<file path="src/rtl/gwwb_pkg.sv">
// Types, constants and helpers for the greedy word-wrap breaker.
// No dependencies; imported by the core, the result queue and the top level.
package gwwb_pkg;

  // Special text bytes
  localparam logic [7:0] CH_SPACE   = 8'h20;
  localparam logic [7:0] CH_NEWLINE = 8'h0A;
  localparam logic [7:0] CH_RETURN  = 8'h0D;

  // Register map: word index of max_width
  localparam logic REG_MAX_WIDTH = 1'b0;
  localparam logic [15:0] MAX_WIDTH_RESET = 16'd600;

  // Saturation limit of the pixel widths
  localparam logic [19:0] WIDTH_MAX = 20'hFFFFF;

  // Table and text limits
  localparam longint MAX_BREAKS = 256;
  localparam longint MAX_TEXT   = 65536;
  localparam longint SLOT_CAP_L  = (MAX_BREAKS - 1 > 255) ? 255 : MAX_BREAKS - 1;
  localparam longint INDEX_CAP_L = (MAX_TEXT - 1 > 65535) ? 65535 : MAX_TEXT - 1;
  localparam logic [7:0]  SLOT_CAP  = SLOT_CAP_L[7:0];
  localparam logic [15:0] INDEX_CAP = INDEX_CAP_L[15:0];
  localparam logic [7:0]  SLOT_FULL = 8'hFF;

  // One line break word
  typedef struct packed {
    logic signed [16:0] pos;
    logic [7:0]         slot;
    logic               ovf;
    logic               last;
  } brk_t;

  // Breaks produced by one text byte
  typedef struct packed {
    brk_t [1:0] res;
    logic [1:0] count;
  } brk_pair_t;

  function automatic logic [19:0] sat_add(input logic [19:0] a, input logic [7:0] b);
    logic [20:0] s;
    s = {1'b0, a} + {13'b0, b};
    return s[20] ? WIDTH_MAX : s[19:0];
  endfunction

endpackage

</file>
<file path="src/rtl/gwwb_core.sv">
// Running wrap state and break generation for one text byte per cycle while accept is high.
// Depends on gwwb_pkg.
module gwwb_core
  import gwwb_pkg::*;
(
  input  logic        clk,
  input  logic        rst,
  input  logic        accept,
  input  logic        new_text,
  input  logic [7:0]  character,
  input  logic [7:0]  glyph_width,
  input  logic [15:0] max_width,
  output brk_pair_t   brk
);

  logic [15:0] char_index, char_index_next;
  logic [19:0] running_width, running_width_next;
  logic [16:0] word_start, word_start_next;
  logic [19:0] word_width, word_width_next;
  logic [7:0]  break_count, break_count_next;

  // State as seen by this byte (a new text starts from zero)
  logic [15:0] ci_b;
  logic [19:0] rw_b, ww_b;
  logic [16:0] ws_b;
  logic [7:0]  bc_b;
  logic        is_sp, is_nl, is_cr, over;
  logic [16:0] ci_ext, next_start;
  logic        ok0, ok1;
  logic [7:0]  bc_one, bc_two;

  assign ci_b = new_text ? '0 : char_index;
  assign rw_b = new_text ? '0 : running_width;
  assign ws_b = new_text ? '0 : word_start;
  assign ww_b = new_text ? '0 : word_width;
  assign bc_b = new_text ? '0 : break_count;

  assign is_sp = (character == CH_SPACE);
  assign is_nl = (character == CH_NEWLINE);
  assign is_cr = (character == CH_RETURN);
  assign over  = (is_sp || is_nl) && (rw_b >= {4'b0, max_width});

  assign ci_ext     = {1'b0, ci_b};
  assign next_start = ci_ext + 17'd1;

  // Slot numbering for up to two breaks in a row
  assign ok0    = (bc_b < SLOT_CAP);
  assign bc_one = ok0 ? bc_b + 8'd1 : bc_b;
  assign ok1    = (bc_one < SLOT_CAP);
  assign bc_two = ok1 ? bc_one + 8'd1 : bc_one;

  // Break words
  always_comb begin
    brk.count = over ? (is_nl ? 2'd2 : 2'd1) : (is_nl ? 2'd1 : 2'd0);
    brk.res[0].pos  = over ? $signed(ws_b - 17'd1) : $signed(ci_ext);
    brk.res[0].slot = ok0 ? bc_one : SLOT_FULL;
    brk.res[0].ovf  = !ok0;
    brk.res[0].last = (brk.count == 2'd1);
    brk.res[1].pos  = $signed(ci_ext);
    brk.res[1].slot = ok1 ? bc_two : SLOT_FULL;
    brk.res[1].ovf  = !ok1;
    brk.res[1].last = 1'b1;
  end

  // Next state
  always_comb begin
    char_index_next    = (ci_b < INDEX_CAP) ? ci_b + 16'd1 : ci_b;
    running_width_next = rw_b;
    word_start_next    = ws_b;
    word_width_next    = ww_b;
    break_count_next   = bc_b;
    priority if (over) begin
      running_width_next = is_nl ? '0 : ww_b;
      word_start_next    = next_start;
      word_width_next    = '0;
      break_count_next   = is_nl ? bc_two : bc_one;
    end else if (is_nl) begin
      running_width_next = '0;
      word_start_next    = next_start;
      word_width_next    = '0;
      break_count_next   = bc_one;
    end else if (!is_cr) begin
      if (is_sp) begin
        word_start_next = next_start;
        word_width_next = '0;
      end else begin
        word_width_next = sat_add(ww_b, glyph_width);
      end
      running_width_next = sat_add(rw_b, glyph_width);
    end
  end

  always_ff @(posedge clk) begin
    if (rst) begin
      char_index    <= '0;
      running_width <= '0;
      word_start    <= '0;
      word_width    <= '0;
      break_count   <= '0;
    end else if (accept) begin
      char_index    <= char_index_next;
      running_width <= running_width_next;
      word_start    <= word_start_next;
      word_width    <= word_width_next;
      break_count   <= break_count_next;
    end
  end

endmodule

</file>
<file path="src/rtl/gwwb_fifo.sv">
// Four-word result queue taking up to two break words per cycle.
// Depends on gwwb_pkg.
module gwwb_fifo
  import gwwb_pkg::*;
(
  input  logic      clk,
  input  logic      rst,
  input  brk_pair_t push,
  input  logic      push_en,
  output logic      room,
  output logic      out_valid,
  input  logic      out_ready,
  output brk_t      out_word
);

  brk_t       mem [4];
  logic [1:0] wr_ptr, rd_ptr;
  logic [2:0] count;
  logic [1:0] n_push;
  logic       pop;

  assign n_push    = push_en ? push.count : 2'd0;
  assign pop       = out_valid && out_ready;
  assign out_valid = (count != 3'd0);
  assign out_word  = mem[rd_ptr];
  // Space for the worst case of two words
  assign room      = (count <= 3'd2);

  // Storage
  always_ff @(posedge clk) begin
    if (n_push != 2'd0) begin
      mem[wr_ptr] <= push.res[0];
    end
    if (n_push == 2'd2) begin
      mem[wr_ptr + 2'd1] <= push.res[1];
    end
  end

  // Pointers and fill level
  always_ff @(posedge clk) begin
    if (rst) begin
      wr_ptr <= '0;
      rd_ptr <= '0;
      count  <= '0;
    end else begin
      wr_ptr <= wr_ptr + n_push;
      rd_ptr <= rd_ptr + {1'b0, pop};
      count  <= count + {1'b0, n_push} - {2'b0, pop};
    end
  end

endmodule

</file>
<file path="src/rtl/greedy_word_wrap_breaker_unit.sv">
// Greedy word-wrap breaker: text bytes in, line break words out.
// Usage:
//   Input stream s_*: one text byte per word. s_tdata = {glyph_width,
//   character}, s_tuser = new_text (clears the run before this byte).
//   Output stream m_*: one break per word. m_tdata holds break_position
//   (17-bit signed, -1 = before text start) and line_slot; m_tuser flags
//   a break that did not fit the line table; m_tlast marks the final
//   break caused by one input byte.
//   APB port: one register, max_width, at byte address 0 (reset 600).
// Timing:
//   A byte is taken every cycle while the result queue has room for two
//   breaks. Its breaks are registered into the queue and reach m_* behind any
//   earlier breaks. Throughput is one byte per cycle while the queue has room;
//   an over-limit newline yields two breaks and the four-word queue drains
//   one per cycle when m_tready is high, so a string of those lowers s_tready.
// Reset (synchronous, rst high) clears the run state and empties the
// queue; max_width returns to 600. When the receiver stalls, the queue
// fills and s_tready drops; no break is lost.
// Depends on gwwb_pkg, gwwb_core and gwwb_fifo.
module greedy_word_wrap_breaker_unit
  import gwwb_pkg::*;
(
  input  logic        clk,
  input  logic        rst,
  // Text input
  input  logic        s_tvalid,
  output logic        s_tready,
  input  logic [15:0] s_tdata,   // [7:0] character, [15:8] glyph_width
  input  logic        s_tuser,   // [0] new_text
  // Break output
  output logic        m_tvalid,
  input  logic        m_tready,
  output logic [31:0] m_tdata,   // [16:0] break_position, [24:17] line_slot, zero above
  output logic        m_tuser,   // [0] overflow
  output logic        m_tlast,
  // Configuration
  input  logic        psel,
  input  logic        penable,
  input  logic        pwrite,
  input  logic [2:0]  paddr,
  input  logic [31:0] pwdata,
  output logic [31:0] prdata,
  output logic        pready
);

  logic [15:0] max_width;
  logic        accept, room;
  brk_pair_t   brk;
  brk_t        head;

  // Configuration register
  assign pready = 1'b1;
  assign prdata = (paddr[2] == REG_MAX_WIDTH) ? {16'b0, max_width} : 32'b0;

  always_ff @(posedge clk) begin
    if (rst) begin
      max_width <= MAX_WIDTH_RESET;
    end else if (psel && penable && pwrite && pready && (paddr[2] == REG_MAX_WIDTH)) begin
      max_width <= pwdata[15:0];
    end
  end

  assign s_tready = room;
  assign accept   = s_tvalid && s_tready;

  gwwb_core u_core (
    .clk         (clk),
    .rst         (rst),
    .accept      (accept),
    .new_text    (s_tuser),
    .character   (s_tdata[7:0]),
    .glyph_width (s_tdata[15:8]),
    .max_width   (max_width),
    .brk         (brk)
  );

  gwwb_fifo u_fifo (
    .clk       (clk),
    .rst       (rst),
    .push      (brk),
    .push_en   (accept),
    .room      (room),
    .out_valid (m_tvalid),
    .out_ready (m_tready),
    .out_word  (head)
  );

  // Output word packing
  assign m_tdata = {7'b0, head.slot, head.pos};
  assign m_tuser = head.ovf;
  assign m_tlast = head.last;

endmodule

</file>
<file path="config.mk">
export PLATFORM = sky130hd
export DESIGN_NAME = greedy_word_wrap_breaker_unit
export DESIGN_NICKNAME = d
export VERILOG_FILES = /design/src/rtl/gwwb_pkg.sv /design/src/rtl/gwwb_core.sv /design/src/rtl/gwwb_fifo.sv /design/src/rtl/greedy_word_wrap_breaker_unit.sv
export SDC_FILE = /design/constraint.sdc
export NUM_CORES = 1
export LEC_CHECK = 0
export CAP_MARGIN = 25
export CORE_MARGIN = 2
export CORE_UTILIZATION = 45
export DETAILED_ROUTE_END_ITERATION = 10
export DONT_BUFFER_PORTS = 1
export SLEW_MARGIN = 20
export SYNTH_ARGS = -nofsm -noshare
export SYNTH_HDL_FRONTEND = slang
export SYNTH_SLANG_ARGS = --single-unit
</file>
<file path="constraint.sdc">
create_clock -name clk -period 6.8 [get_ports clk]
set_input_delay 0.34 -clock clk [delete_from_list [all_inputs] [get_ports clk]]
set_output_delay 0.34 -clock clk [all_outputs]
set_load 0.005 [all_outputs]
</file>
==> impl_metrics.json, run 1 <==
{
  "clock.fmax_mhz": 216,
  "rows": 61,
  "fin_crit_sh": 0.680,
  "cts_buffers": 25,
  "met1_usage": 0.314,
  "grtUsageMet2": 0.400,
  "cts_num_sinks": 212,
  "worstHoldPathType": "primary input to register",
  "grt_pass1_vias": 10300,
  "post_cts_buffers": 0,
  "drc": 0,
  "syn-instance-count": 1384,
  "synth_edf_count": 100,
  "totalPowerFinal_mw": 3.29,
  "synth.avg_cell_area_um2": 9.20,
  "grt_usage": 0.238,
  "io_buffers": 0,
  "cts_max_path_buffers": 3,
  "r2r-start": "u_core.running_width[0]",
  "crit_path_top_delay_cell": "o21ai_0",
  "finClkSkew_ns": 0.0200,
  "grt_pass1_wl_mm": 55.8,
  "reg2reg_depth": 14,
  "io_pins": 128,
  "ant_nets": 0,
  "yosys.cell_count.top_type": "nor2_1",
  "peakVddDrop_mv": 0.200,
  "drt_first_pass_iters": 7,
  "required_ns": 7.08,
  "r2r-end": "u_fifo.mem[1][12]",
  "endpoint_kind": "register",
  "cts_resized": 0,
  "clock_latency_ns": 0.54,
  "cts_max_level": 1,
  "r2r_setup_slack_ns": 2.18,
  "area_delta_synth_final_pct": 9.55,
  "met3_usage": 0.0346,
  "rsz0062_at_grt": "false",
  "yosys.area.top_type": "edfxtp_1",
  "synth.top_cells.by_count": "130 x nor2_1, 123 x nand2_1, 112 x dfxtp_1",
  "route.vias.total": 10700,
  "antenna_found_initial": 0,
  "core-area_um2": 27800,
  "min_from": "s_tuser",
  "yosysTopAreaCellShare": 0.236,
  "yosys_warnings": 0,
  "dp_worst_setup_slack_ns": 2.11,
  "wl_per_cell_um": 20.1,
  "ys_types": 89,
  "tns_ns": 0,
  "yosysSeqAreaShare": 0.412,
  "finalWorstSetupSlack_ns": 2.18,
  "syn_area_um2": 12700,
  "worstPathCellList": "nand2_1 > ha_1 > nand2b_1 > a2111oi_0 > o31a_1 > o221ai_2 > nand2_2 > inv_2 > ha_1 > o21ai_0 > nand2b_1 > buf_4 > nand2_1 > buf_4",
  "drv_cap": 0,
  "holdPathEnd": "u_core.char_index[8]",
  "min_path_cells": 3,
  "layout_min_cycle_time_ns": 4.62,
  "cts_tree": "built",
  "cp_max_fo": 29,
  "async_reset_ff_frac": 0,
  "synth_area_leaders": "edfxtp_1 24%, dfxtp_1 18%, o22ai_1 4.8%",
  "drtIter0Drc": 903,
  "tightest_slew_ns": 1.13,
  "nets": 1466,
  "drive_above_1_share": 0.0804,
  "max_stage_delay_ns": 0.55,
  "grt_overflow": 0,
  "grt_max_degree": 95,
  "n_antenna_cell": 0,
  "finalMaxSlewViolations": 0,
  "busiest_layer": "met2",
  "cts_root_buf": "clkbuf_16",
  "die_w_um": 172,
  "hold_viol": 0,
  "crit_type": "register to register",
  "synth-seq-cells": 212,
  "leakage_nw": 4.92,
  "dpl.hpwl_mm": 24.1,
  "routabilityCongestion": 0.833,
  "start_util": 0.458,
  "synth_flop_cell": "dfxtp_1",
  "status": "completed",
  "setup_violations": 0,
  "clkTransAtPathRegs_ns": 0.06,
  "dieArea_um2": 29600,
  "crit_arrival_ns": 4.90,
  "wl_mm": 35.3,
  "die_h_um": 172,
  "relSlewSlack": 0.244,
  "startpoint_type": "register",
  "via_per_inst": 6.07,
  "power_density_nw_per_um2": 236
}
==> critical path, delay by kind of cell, from the launching register on <==
family,cells,cell delay [ns]
simple gates,5,1.06
flops,1,0.35
compound gates,4,1.48
fa+ha+maj,2,0.71
buf+inv,3,0.74
==> logic make-up after synthesis <==
| logic type | synth area share |
|---|---|
| XOR/XNOR | 0.0296 |
| adder cells (fa/ha/maj) | 0.0466 |
| other | 0.000590 |
| multiplexers | 0.0486 |
| buffers and inverters | 0.0553 |
| AO/OA/AOI/OAI | 0.226 |
| flip-flops | 0.412 |
| AND/OR/NAND/NOR | 0.181 |
==> flip-flops by register name, indices dropped and copies added, names as in the netlist <==
register              cells
u_core.char_index        16
u_core.break_count        8
u_core.word_start        17
u_fifo.mem              108
u_core.word_width        20
max_width                16
u_fifo.count              3
u_fifo.rd_ptr             2
u_fifo.wr_ptr             2
u_core.running_width     20
==> worst max path at each step <==
| stage | from | end | slack, ns | cells past startpoint |
|---|---|---|---|---|
| after detailed placement | s_tuser | u_fifo.mem[1][3] | 2.11 | 15 |
| final | u_core.running_width[0] | u_fifo.mem[1][12] | 2.18 | 14 |
| after global routing | u_core.running_width[0] | u_fifo.mem[1][6] | 1.78 | 14 |
| after global placement | s_tuser | u_fifo.mem[0][22] | 1.99 | 14 |
| after floorplan | s_tuser | u_fifo.mem[1][10] | 1.71 | 19 |
| after CTS | u_core.running_width[0] | u_fifo.mem[1][12] | 2.22 | 14 |
==> power by group <==
part,total [mW],switching [mW],internal (mW)
clock network,1.33,0.541,0.787
registers,1.45,0.0799,1.37
logic,0.517,0.282,0.235
total,3.29,0.903,2.39
==> placed cells by master, fill, tap and decap left out, types with 16 or more instances in the layout <==
cell	count
o21ai_0	66
a21o_1	17
clkbuf_16	25
ha_1	41
xnor2_1	29
nand2b_1	18
nand2_1	123
mux4_2	27
a21oi_1	91
edfxtp_1	100
buf_4	16
dlygate4sd3_1	16
nor3_1	35
conb_1	24
nor2_1	130
inv_1	44
and3_1	16
nand3_1	23
nor2b_1	45
o22ai_1	98
dfxtp_1	111
a22oi_1	19
==> area by class of cell <==
cell class	instances	area [µm²]
clock buffer	34	689
clock inverter	10	118
fill	2656	13800
inverter	50	188
multi-input combinational	1038	6860
sequential	212	5250
tap	378	473
timing repair buffer	36	365
==> per-stage QoR <==
stage | util | hold WS (ns) | area [µm²] | cells
2_1_floorplan | - | 0.417 | 12800 | 1406
3_3_place_gp | 0.464 | 0.415 | 12900 | 1694
3_5_place_dp | 0.466 | 0.417 | 12900 | 1697
4_1_cts | 0.502 | 0.0109 | 13900 | 1758
5_1_grt | 0.502 | 0.0502 | 13900 | 1758
6_report | 0.502 | 0.0904 | 13900 | 1758
==> layer usage <==
layer,vias to the layer above,share of wire
li1,5132,-
met1,5081,0.43
met2,393,0.48
met3,68,0.069
met4,0,0.030
met5,-,0
==> what timing repair did <==
item / 4_1_cts / 5_1_grt
hold endpoints to repair: 68 / 0
setup endpoints to repair: 0 / 0
hold buffers: 17 / 0
No activity file was read; power rests on OpenSTA's default activity.
==> run 2, diff against run 1 <==
Clock period 6.8 ns to 4.24 ns, I/O delays scaled along.
==> run 2 against run 1 <==
First-iteration DRC count fell by 1.6%. Worst setup slack got worse by 1.8 ns. Count of clock-buffer cells in the layout increased by 1. Cell count grew 1.3%. Critical endpoint is now u_fifo.mem[3][8]. Highest routed layer unchanged.
==> impl_metrics.json, run 2 (same netlist as run 1, synthesis figures left out) <==
{
  "cts_max_path_buffers": 3,
  "seq_area_um2": 5250,
  "cts_max_level": 1,
  "grt_pass1_vias": 10500,
  "layout_min_cycle_time_ns": 3.85,
  "antenna_found_initial": 0,
  "rsz0062_at_grt": "false",
  "drc": 0,
  "dr_wl_met3_mm": 2.19,
  "die_h_um": 172,
  "power_density_nw_per_um2": 387,
  "start_util": 0.458,
  "finClkSkew_ns": 0.0198,
  "n_antenna_cell": 0,
  "startpoint_type": "register",
  "cts_num_sinks": 212,
  "route.vias.total": 10800,
  "reg2reg_depth": 10,
  "worstHoldPathType": "primary input to register",
  "top_register": "u_fifo.mem",
  "via_per_inst": 6.05,
  "largest_reg_flops": 108,
  "drt_first_pass_iters": 5,
  "leakage_nw": 5.03,
  "r2r-start": "u_core.break_count[0]",
  "clock_latency_ns": 0.55,
  "clock.fmax_mhz": 260,
  "r2r-end": "u_fifo.mem[3][8]",
  "grt_pass1_wl_mm": 57.8,
  "grt_max_degree": 72,
  "tightest_slew_ns": 0.936,
  "crit_path_top_delay_cell": "o21ai_0",
  "clkTransAtPathRegs_ns": 0.06,
  "crit_start": "u_core.break_count[0]",
  "io_buffers": 0,
  "wl_met1_mm": 15.9,
  "tns_ns": 0,
  "crit_top_cell": "ha_1",
  "rows": 61,
  "hold_viol": 0,
  "cts_tree": "built",
  "r2r_setup_slack_ns": 0.39,
  "cts_buffers": 25,
  "ant_nets": 0,
  "die_w_um": 172,
  "nets": 1487,
  "highest_layer": "met4",
  "grt_overflow": 0,
  "cts_root_buf": "clkbuf_16",
  "layout_commonest_cell": "nor2_1",
  "required_ns": 4.51,
  "drive_above_1_share": 0.100,
  "drtIter0Drc": 889,
  "setup_violations": 0,
  "area_delta_synth_final_pct": 11.6,
  "routabilityCongestion": 0.870,
  "route.met2.wl_mm": 17.7,
  "crit_end": "u_fifo.mem[3][8]",
  "grt_usage": 0.249,
  "endpoint_kind": "register",
  "crit_type": "register to register",
  "final.fill_count": 2690,
  "wl_per_cell_um": 20.5,
  "peakVddDrop_mv": 0.278,
  "post_cts_buffers": 0,
  "relSlewSlack": 0.370,
  "worstPathCellList": "nor2b_1 > ha_1 > nand4_2 > nor4_4 > clkinv_1 > ha_1 > nand3_4 > or2_2 > o21ai_0 > o22ai_1",
  "drv_cap": 0,
  "biggestRegsByFlops": "u_fifo.mem (108), u_core.running_width (20), u_core.word_width (20)",
  "finalMaxSlewViolations": 0,
  "totalPowerFinal_mw": 5.49,
  "cp_max_fo": 10,
  "dpl.hpwl_mm": 25.0,
  "dp_worst_setup_slack_ns": 0.447,
  "multiInputGateArea_um2": 6870,
  "cts_resized": 0,
  "wl_mm": 36.5,
  "finalWorstSetupSlack_ns": 0.391,
  "max_stage_delay_ns": 0.49,
  "mostFrequentLayoutCells": "129 x nor2_1, 122 x nand2_1, 111 x dfxtp_1, 100 x edfxtp_1, 98 x o22ai_1",
  "core-area_um2": 27800,
  "crit_arrival_ns": 4.12,
  "dieArea_um2": 29600,
  "io_pins": 128,
  "status": "completed",
  "fin_crit_sh": 0.908
}
==> run 2: worst min-delay path by stage <==
stage / cells past startpoint / endpoint / startpoint / slack (ns)
2_1_floorplan: 1 / max_width[3] / pwdata[3] / 0.33
3_3_place_gp: 1 / max_width[12] / rst / 0.29
3_5_place_dp: 1 / u_fifo.rd_ptr[0] / rst / 0.29
4_1_cts: 3 / u_core.running_width[2] / s_tuser / 0.001
5_1_grt: 2 / u_core.word_width[6] / s_tuser / 0.02
6_report: 2 / u_fifo.count[2] / rst / 0.02
==> run 2: repair_timing <==
action | in CTS | in global routing
hold buffers | 19 | 0
hold endpoints to repair | 76 | 0
endpoints found under the setup margin | 0 | 0
==> run 2: final cells by class <==
| class | count | share of cell area |
|---|---|---|
| Multi-Input combinational cell | 1038 | 0.484 |
| Sequential cell | 212 | 0.370 |
| Clock buffer | 35 | 0.0523 |
| Timing Repair Buffer | 57 | 0.0363 |
| Tap cell | 378 | 0.0333 |
| Inverter | 50 | 0.0140 |
| Clock inverter | 11 | 0.0106 |
==> run 2: layer usage <==
layer | vias to the layer above | GRT usage
met3 | 58 | 0.0439
met2 | 327 | 0.438
met5 | - | 0
li1 | 5160 | -
met4 | 0 | 0.0610
met1 | 5234 | 0.317
==> run 2: report_power, final <==
group | internal, mW | switching [mW] | leakage (nW)
combinational | 0.383 | 0.471 | 2.73
sequential | 2.20 | 0.127 | 1.85
clock | 1.41 | 0.904 | 0.442
==> run 2: through the flow <==
stage | hold slack (ns) | area, µm² | std cells | utilization
2_1_floorplan | 0.330 | 12800 | 1406 | -
3_3_place_gp | 0.287 | 13100 | 1716 | 0.471
3_5_place_dp | 0.290 | 13100 | 1716 | 0.471
4_1_cts | 0.00120 | 14200 | 1781 | 0.511
5_1_grt | 0.0209 | 14200 | 1781 | 0.511
6_report | 0.0249 | 14200 | 1781 | 0.511
==> run 2: worst max-delay path: cells and delay by family (launching register included) <==
kind | cells | cell delay, ns
buffers and inverters | 1 | 0.18
AND/OR/NAND/NOR | 5 | 1.42
adder cells (fa/ha/maj) | 2 | 0.87
AO/OA/AOI/OAI | 2 | 0.66
flip-flops | 1 | 0.44
==> run 3, diff against run 2 <==
Settings changed: CELL_PAD_IN_SITES_DETAIL_PLACEMENT set to 2, CELL_PAD_IN_SITES_GLOBAL_PLACEMENT set to 2, CORE_UTILIZATION 45 to 44, HOLD_SLACK_MARGIN set to 0.06, PLACE_DENSITY_LB_ADDON set to 0.1.
Clock period 4.24 ns to 4.65 ns, I/O delays scaled along.
==> run 3 against run 2 <==
Die area up 2.2%. Cell count is 0.34% higher. Utilization shrank 1.7 points. First-iteration DRC count increased by 7.1%. Sequential share of layout area rose by 0.13 points. Worst setup slack gained 0.14 ns. Routed wire length increased by 30%. Power decreased by 8.6%. Flip-flop and latch count did not move. Combinational power is 3.6% lower. Sequential power down 8%. Critical path depth increased by 1. Critical path type unchanged. Critical endpoint is now u_core.break_count[4].
==> impl_metrics.json, run 3 (same netlist as run 1, synthesis figures left out) <==
{
  "start_util": 0.445,
  "via_per_inst": 6.42,
  "startpoint_type": "register",
  "max_stage_delay_ns": 0.54,
  "io_buffers": 0,
  "fin_crit_sh": 0.885,
  "cp_max_fo": 10,
  "grt_usage": 0.313,
  "ant_nets": 0,
  "fin_area_um2": 14200,
  "multiInputGateArea_um2": 6870,
  "status": "completed",
  "clkTransAtPathRegs_ns": 0.06,
  "worstHoldPathType": "primary input to register",
  "cts_max_level": 1,
  "crit_buf_inv": 2,
  "n_antenna_cell": 0,
  "biggestRegsByFlops": "u_fifo.mem (108), u_core.running_width (20), u_core.word_width (20)",
  "totalPowerFinal_mw": 5.02,
  "cts_root_buf": "clkbuf_16",
  "relSlewSlack": 0.332,
  "place_area_um2": 13100,
  "tns_ns": 0,
  "hold_viol": 0,
  "drc": 0,
  "stdcell_count": 1787,
  "finClkSkew_ns": 0.0242,
  "post_cts_buffers": 0,
  "holdWs_ns": 0.0838,
  "finalMaxSlewViolations": 0,
  "route.vias.total": 11500,
  "antenna_found_initial": 0,
  "tightest_slew_ns": 0.993,
  "drive_above_1_share": 0.0955,
  "cts_tree": "built",
  "cts_resized": 0,
  "clock.fmax_mhz": 243,
  "rows": 62,
  "drtIter0Drc": 952,
  "layout_min_cycle_time_ns": 4.11,
  "die_w_um": 174,
  "cts_num_sinks": 212,
  "drt_first_pass_iters": 5,
  "dieArea_um2": 30300,
  "dp.cells": 1720,
  "nets": 1486,
  "peakVddDrop_mv": 0.222,
  "endpoint_kind": "register",
  "power_density_nw_per_um2": 355,
  "grt_pass1_wl_mm": 74.7,
  "largest_reg_flops": 108,
  "crit_top_cell": "ha_1",
  "core-area_um2": 28600,
  "worstPathCellList": "nor2b_1 > ha_1 > nand4_2 > nor4_4 > clkinv_1 > ha_1 > inv_1 > nor3_1 > o22ai_1 > a222oi_1 > a22o_1",
  "grt_max_degree": 71,
  "grt_pass1_vias": 12400,
  "layout_commonest_cell": "nor2_1",
  "crit_arrival_ns": 4.58,
  "setup_violations": 0,
  "io_pins": 128,
  "clock_latency_ns": 0.54,
  "wl_per_cell_um": 26.6,
  "area_delta_synth_final_pct": 11.2,
  "grt_overflow": 0,
  "wl_mm": 47.6,
  "drv_cap": 0,
  "top_register": "u_fifo.mem",
  "rsz0062_at_grt": "false",
  "required_ns": 5.12,
  "routabilityCongestion": 0.813,
  "leakage_nw": 5.03,
  "path_delay_family": "simple AND/OR/NAND/NOR gates",
  "mostFrequentLayoutCells": "130 x nor2_1, 122 x nand2_1, 111 x dfxtp_1, 100 x edfxtp_1, 98 x o22ai_1",
  "crit_type": "register to register",
  "seq_area_um2": 5250,
  "die_h_um": 174,
  "ctsHoldBuffers": 19,
  "final.fill_count": 2985,
  "crit_path_top_delay_cell": "ha_1",
  "cts_max_path_buffers": 3,
  "dpl.hpwl_mm": 31.0,
  "cts_buffers": 26
}
-- run 3: changes by cell type in the layout (fill, tap and decap cells not counted), sizes merged --
cell	delta
clkinvlp	-2
buf	-2
inv	+1
clkinv	+8
clkbuf	-5
-- run 3: worst min-delay path: cells and delay by family --
kind | cells | cell delay [ns]
AOI/OAI and AO/OA | 1 | 0.08
xor gates and xnor gates | 1 | 0.15
and+or+nand+nor | 1 | 0.07
-- run 3: per-layer routing --
metal	track usage	up-vias	part of all wire
met2	0.579	350	0.52
met4	0.0679	0	0.018
li1	-	5139	-
met3	0.0324	69	0.044
met5	0	-	0
met1	0.392	5918	0.42
-- run 3: per-stage QoR --
stage	utilization	setup WS (ns)
2_1_floorplan	-	0.0139
3_3_place_gp	0.456	0.498
3_5_place_dp	0.457	0.644
4_1_cts	0.494	0.600
5_1_grt	0.494	0.299
6_report	0.494	0.535
-- run 3: path summary, 6_finish.rpt --
path                         startpoint  cells after the start  slack (ns)                       end
hold / removal                  s_tuser                      3        0.08  u_core.running_width[13]
setup / recovery  u_core.break_count[0]                     11        0.54     u_core.break_count[4]
setup reg to reg  u_core.break_count[0]                     11        0.54     u_core.break_count[4]
hold reg to reg            max_width[1]                      2        0.46              max_width[1]
-- run 3: where the power goes --
group	leakage (nW)	internal, mW	switching [mW]
Combinational	2.76	0.353	0.470
Sequential	1.85	2.00	0.123
Clock	0.423	1.22	0.848
-- run 3: cell type report --
cell class	instances	area share
inverters	50	0.0133
multi-input cells	1038	0.485
flip-flops and latches	212	0.371
repair buffers	55	0.0359
well taps	384	0.0340
clock inverters	18	0.0120
clock buffers	30	0.0485
